--- src/rtl/rrbc_pkg.sv ---
// Types and constants shared by the ROM/RAM bank controller.
`default_nettype none
package rrbc_pkg;

  localparam int unsigned ROM_OFS_W  = 14;  // offset inside one ROM bank
  localparam int unsigned RAM_OFS_W  = 13;  // offset inside the RAM window
  localparam int unsigned ROM_BANK_W = 7;
  localparam int unsigned LOW_BANK_W = 5;
  localparam int unsigned UP_BANK_W  = 2;
  localparam int unsigned ROM_ADDR_W = ROM_BANK_W + ROM_OFS_W;
  localparam int unsigned CFG_DATA_W = 32;
  localparam int unsigned CFG_ADDR_W = 3;

  localparam logic [3:0] RAM_EN_KEY   = 4'hA;
  localparam logic [7:0] RAM_OFF_BYTE = 8'hFF;

  typedef enum logic [1:0] {
    OP_ROM_READ  = 2'd0,
    OP_REG_WRITE = 2'd1,
    OP_RAM_READ  = 2'd2,
    OP_RAM_WRITE = 2'd3
  } opcode_t;

  // Register selected by address bits 14..13 of a ROM-space write
  typedef enum logic [1:0] {
    REG_RAM_ENABLE = 2'd0,
    REG_LOW_BANK   = 2'd1,
    REG_UPPER_BANK = 2'd2,
    REG_MODE       = 2'd3
  } bank_reg_t;

  // Configuration register indexes (paddr bit 2)
  typedef enum logic {
    CFG_ROM_MASK = 1'b0,
    CFG_RAM_MASK = 1'b1
  } cfg_reg_t;

  typedef struct packed {
    logic [1:0]  opcode;
    logic [14:0] address;
    logic [7:0]  write_data;
  } in_item_t;

  typedef struct packed {
    logic [7:0]  read_data;
    logic [20:0] rom_address;
    logic        from_rom;
  } out_result_t;

  // Access control from the bank logic to the datapath
  typedef struct packed {
    logic ram_we;      // RAM write, enable already applied
    logic ram_re;      // RAM read beat
    logic rom_re;      // ROM read beat
    logic ram_enable;  // RAM enable at the time of the access
  } access_t;

endpackage
`default_nettype wire

--- src/rtl/rrbc_bank_ctrl.sv ---
// Bank registers, register-write decode and ROM/RAM address generation.
`default_nettype none
module rrbc_bank_ctrl #(
  parameter int unsigned RAM_BANKS = 4,
  parameter int unsigned RAM_AW    = 15
) (
  input  wire logic                             clk,
  input  wire logic                             rst_n,
  input  wire logic                             accept,
  input  wire rrbc_pkg::in_item_t               item,
  input  wire logic [rrbc_pkg::ROM_BANK_W-1:0]  rom_bank_mask,
  input  wire logic [rrbc_pkg::UP_BANK_W-1:0]   ram_bank_mask,
  output rrbc_pkg::access_t                     access,
  output logic      [RAM_AW-1:0]                ram_addr,
  output logic      [rrbc_pkg::ROM_ADDR_W-1:0]  rom_address
);

  localparam int unsigned BANK_W = (RAM_BANKS > 1) ? $clog2(RAM_BANKS) : 1;
  localparam logic [2:0]  NBANKS = 3'(RAM_BANKS);

  logic                               ram_enable_r, ram_enable_nxt;
  logic [rrbc_pkg::LOW_BANK_W-1:0]    low_bank_r, low_bank_nxt;
  logic [rrbc_pkg::UP_BANK_W-1:0]     upper_bank_r, upper_bank_nxt;
  logic                               mode_r, mode_nxt;

  rrbc_pkg::opcode_t                  op;
  logic [rrbc_pkg::ROM_BANK_W-1:0]    rom_bank;
  logic [2:0]                         ram_bank_mod;
  logic [BANK_W+rrbc_pkg::RAM_OFS_W-1:0] ram_idx;

  assign op = rrbc_pkg::opcode_t'(item.opcode);

  // Register writes
  always_comb begin
    ram_enable_nxt = ram_enable_r;
    low_bank_nxt   = low_bank_r;
    upper_bank_nxt = upper_bank_r;
    mode_nxt       = mode_r;
    if (accept && op == rrbc_pkg::OP_REG_WRITE) begin
      unique case (rrbc_pkg::bank_reg_t'(item.address[14:13]))
        rrbc_pkg::REG_RAM_ENABLE: begin
          ram_enable_nxt = (item.write_data[3:0] == rrbc_pkg::RAM_EN_KEY);
        end
        rrbc_pkg::REG_LOW_BANK: begin
          low_bank_nxt = (item.write_data[4:0] == '0) ?
                         rrbc_pkg::LOW_BANK_W'(1) : item.write_data[4:0];
        end
        rrbc_pkg::REG_UPPER_BANK: begin
          upper_bank_nxt = item.write_data[1:0];
        end
        rrbc_pkg::REG_MODE: begin
          mode_nxt = item.write_data[0];
        end
        default: begin
          mode_nxt = mode_r;
        end
      endcase
    end
  end

  always_ff @(posedge clk) begin
    if (!rst_n) begin
      ram_enable_r <= 1'b0;
      low_bank_r   <= rrbc_pkg::LOW_BANK_W'(1);
      upper_bank_r <= '0;
      mode_r       <= 1'b0;
    end else begin
      ram_enable_r <= ram_enable_nxt;
      low_bank_r   <= low_bank_nxt;
      upper_bank_r <= upper_bank_nxt;
      mode_r       <= mode_nxt;
    end
  end

  // ROM address: the upper window's offset is simply the low 14 bits
  always_comb begin
    if (item.address[14]) begin
      rom_bank = {upper_bank_r, low_bank_r};
    end else if (mode_r) begin
      rom_bank = {upper_bank_r, rrbc_pkg::LOW_BANK_W'(0)};
    end else begin
      rom_bank = '0;
    end
    rom_bank    = rom_bank & rom_bank_mask;
    rom_address = {rom_bank, item.address[rrbc_pkg::ROM_OFS_W-1:0]};
  end

  // RAM bank folded into the bank count; value is below 4, so three steps suffice
  always_comb begin
    ram_bank_mod = mode_r ? {1'b0, upper_bank_r & ram_bank_mask} : 3'd0;
    for (int k = 0; k < 3; k++) begin
      if (ram_bank_mod >= NBANKS) begin
        ram_bank_mod = ram_bank_mod - NBANKS;
      end
    end
    ram_idx  = {ram_bank_mod[BANK_W-1:0], item.address[rrbc_pkg::RAM_OFS_W-1:0]};
    ram_addr = ram_idx[RAM_AW-1:0];
  end

  always_comb begin
    access.ram_we     = accept && op == rrbc_pkg::OP_RAM_WRITE && ram_enable_r;
    access.ram_re     = accept && op == rrbc_pkg::OP_RAM_READ;
    access.rom_re     = accept && op == rrbc_pkg::OP_ROM_READ;
    access.ram_enable = ram_enable_r;
  end

endmodule
`default_nettype wire

--- config.mk ---
export PLATFORM = sky130hd
export DESIGN_NAME = rrbc_bank_ctrl
export DESIGN_NICKNAME = d
export VERILOG_FILES = /design/src/rtl/rrbc_pkg.sv /design/src/rtl/rrbc_bank_ctrl.sv
export SDC_FILE = /design/constraint.sdc
export NUM_CORES = 1
export LEC_CHECK = 0
export ABC_CLOCK_PERIOD_IN_PS = 1000
export BUFFER_PORTS_ARGS = -buffer_cell sky130_fd_sc_hd__buf_2
export CAP_MARGIN = 15
export CORE_MARGIN = 2
export CORE_UTILIZATION = 34
export DETAILED_ROUTE_END_ITERATION = 10
export PLACE_DENSITY = 0.9
export SLEW_MARGIN = 20
export SYNTH_ARGS = -nofsm -noshare
export SYNTH_HDL_FRONTEND = slang
export SYNTH_SLANG_ARGS = --single-unit
--- constraint.sdc ---
create_clock -name clk -period 1 [get_ports clk]
set_input_delay 0.1 -clock clk [delete_from_list [all_inputs] [get_ports clk]]
set_output_delay 0.1 -clock clk [all_outputs]
set_load 0.02 [all_outputs]
==> results.md <==
- Port Buf Inserts: 34
- Final setup vio count: 4
- Largest net degree at the start of global routing: 15
- Clock H-tree levels: 1
- Ant diodes: 0
- Fraction of layout cells with a size suffix above 1: about 56%
- Die Y: around 50 µm
- Startpoint types: register
- Post-route antenna net violation count: 0
- CTS tree: yes
- Die width: roughly 50 µm
- Adder-Cell Fraction of Synth Area: 0%
- Critical Path End Type: output pin
- Global route overflow: 0
- Cts bufs inserted: 3
- Top FF cell, synth: dfxtp_1
- Tot Pwr: 783 µW
- Gate count of the mapped netlist: between 80 and 90
- GP Congestion: 0.710
- Crit-path max FO: 4
- Area delta synth->final: 15.1%
- Worst-path clk slew: 70 ps
- Hold Path Class: input port to register
- # nets final: 138
- Reg-to-Reg Start: mode_r
- Setup ws final: -32.1 ps
- Post-Syn Area: approximately 710 µm²
- Die ar.: about 2500 µm²
- Pwr dens: 957 nW/µm²
- # fillers: 210
- Post-route cell area: 818 µm²
- CP endpoint: ram_addr[13]
- Core Area: ~2000 µm²
- Final period util: 103%
- FF-to-FF setup slack: between 200 and 300 ps
- Synth Area per Inst: 7.99 µm²
- Peak VDD IR: between 0.4 and 0.5 mV
- Placement Cell Area: approximately 700 µm²
- Slew HR: roughly four fifths
- #FFs+latches synth: 9
- Detailed Route Iter0 Violations: 8
- Gr usage total: between 10% and 20%
- Met3 Usage GRT: 6.36%
- DR vias/cell: roughly 4.7
- Failing checks: setup timing
- Vias in the first global route: 582
- Wire length of the first global-routing pass: approximately 2.4 mm
- Fmax achieved: between 0.9 and 1 GHz
- Syn_nets: 126
- Met1 GRT Util: about 12%
- Worst EP required: 900 ps
- Worst skew pair latency: around 260 ps
- Fin cells: 127
- Dpl cells: around 120
- M2 GR Usage: between 20% and 30%
- Status: finished with violations
- Final min period: slightly above 1000 ps
- TritonCTS sink count: 9
- Vias: 600
- MaxCap Viol Count: 0
- Slew @ Worst Pin: between 300 and 400 ps
- Dpl hpwl: between 1 and 1.5 mm
- Ys async rst share: 0%
- Cell variety after synth: 20
- Post-Synth Simple-Gate Area: between 30% and 40%
- Row count: 16
- I/O pins: 77
- Critical path arrival: around 930 ps
- Worst Setup SP: mode_r
- Root Driver: clkbuf_4
- Number of flops mapped to enable cells by yosys: 0
- Post-synthesis compound-gate area fraction: around 3.2%
- XOR/XNOR Fraction of Synth Area: 0%
- Post-synthesis mux area share: around a tenth
- Pre-Repair DR Iteration Count: 4
- Final WL: roughly 1.5 mm
- Final hold viol count: 0
- Final Max Slew Viols: 0
- Wire length per cell: between 10 and 15 µm
- GR peak layer: met2
- RR Endpoint: mode_r
- Starting density of the core: ~36%
- Post-route DRC: 0
- Largest family of logic cells by synthesized area: buffers and inverters
- Setup Skew: 0 ps
- WS Path Type: register to output pin
- Ys Warns: 0
- Sequential-to-total area share from yosys stat: approximately a quarter
- Reg2reg path depth: 3
- RSZ-0062 raised after global routing: true
- Hold Slack: around 100 ps
- Initial antenna violation count: 0
- Static Leak: between 0.4 and 0.5 nW
- Max Root-Sink Buffers: 2
## cells in the mapped netlist (2+ instances only)
master / n / area share (%)
nor4_1: 2 / 1.8
mux2i_1: 7 / 9.9
nand2_1: 16 / 8.5
and3_1: 2 / 1.8
buf_4: 28 / 30
and3_2: 5 / 5.3
nor2_1: 7 / 3.7
dfxtp_1: 9 / 25
o21ai_0: 2 / 1.4
## cell usage in the layout (no fill, tap or decap), types with 2 or more instances in the layout
cell,n
o21ai_0,2
nor4_1,2
and3_1,2
and3_2,3
buf_2,24
clkbuf_4,3
dfxtp_2,7
and3_4,2
nor2_1,5
buf_4,6
buf_6,6
mux2i_1,7
nand2_1,16
## cell type report
type | instances | area [µm²] | area share (%)
multi-input combinational | 50 | 329 | 40.2
timing repair buffer | 36 | 233 | 28.4
tap | 27 | 33.8 | 4.13
inverter | 1 | 3.75 | 0.459
clock buffer | 4 | 26.3 | 3.21
sequential | 9 | 193 | 23.5
## metal layers
metal | routed length, µm | vias to the layer above
li1 | - | 292
met1 | 582 | 265
met2 | 747 | 36
met3 | 157 | 7
met4 | 21 | 0
met5 | 0 | -
## how the worst min path moves through the flow
| stage | startpoint | to | slack, ps | cells after the start |
|---|---|---|---|---|
| 5_1_grt | item[4] | low_bank_r[4] | 100 | 3 |
| 2_1_floorplan | item[2] | low_bank_r[2] | 240 | 2 |
| 6_report | item[4] | low_bank_r[4] | 100 | 3 |
| 3_5_place_dp | item[19] | rom_address[11] | 200 | 0 |
| 4_1_cts | item[2] | low_bank_r[2] | 100 | 3 |
| 3_3_place_gp | item[19] | rom_address[11] | 200 | 0 |
## state kept, by name, indices dropped and copies added, names as in the netlist
name          cells
low_bank_r        5
upper_bank_r      2
mode_r            1
ram_enable_r      1
## where the power goes
group	internal (mW)	switching, mW
combinational	0.0605	0.0685
clock	0.154	0.137
sequential	0.361	0.00267
## per-stage QoR
step | setup TNS [ps] | setup WS, ps | utilization, %
floorplan | 0 | 218 | -
global placement | 0 | 93.9 | 36.0
detailed placement | 0 | 78.1 | 36.0
CTS | -17.7 | -14.6 | 39.3
global route | -206 | -61.8 | 41.7
finish | -63.0 | -32.1 | 41.7
## critical path, cell delays in order (launching register included)
cell	delay [ps]
dfxtp_4	370
and3_1	180
buf_6	120
## cells by family after synthesis
kind of cell	count (synthesis)
simple gates	39
compound gates	4
flops	9
buf+inv	30
mux	7
## repair_timing
| item | CTS | global route |
|---|---|---|
| setup endpoints to repair | 8 | 10 |
| pin swaps | 3 | 1 |
| buffers inserted | 1 | 0 |
| resized for setup | 13 | 17 |
| hold buffers | 0 | 0 |
No activity file was read; power rests on OpenSTA's default activity.
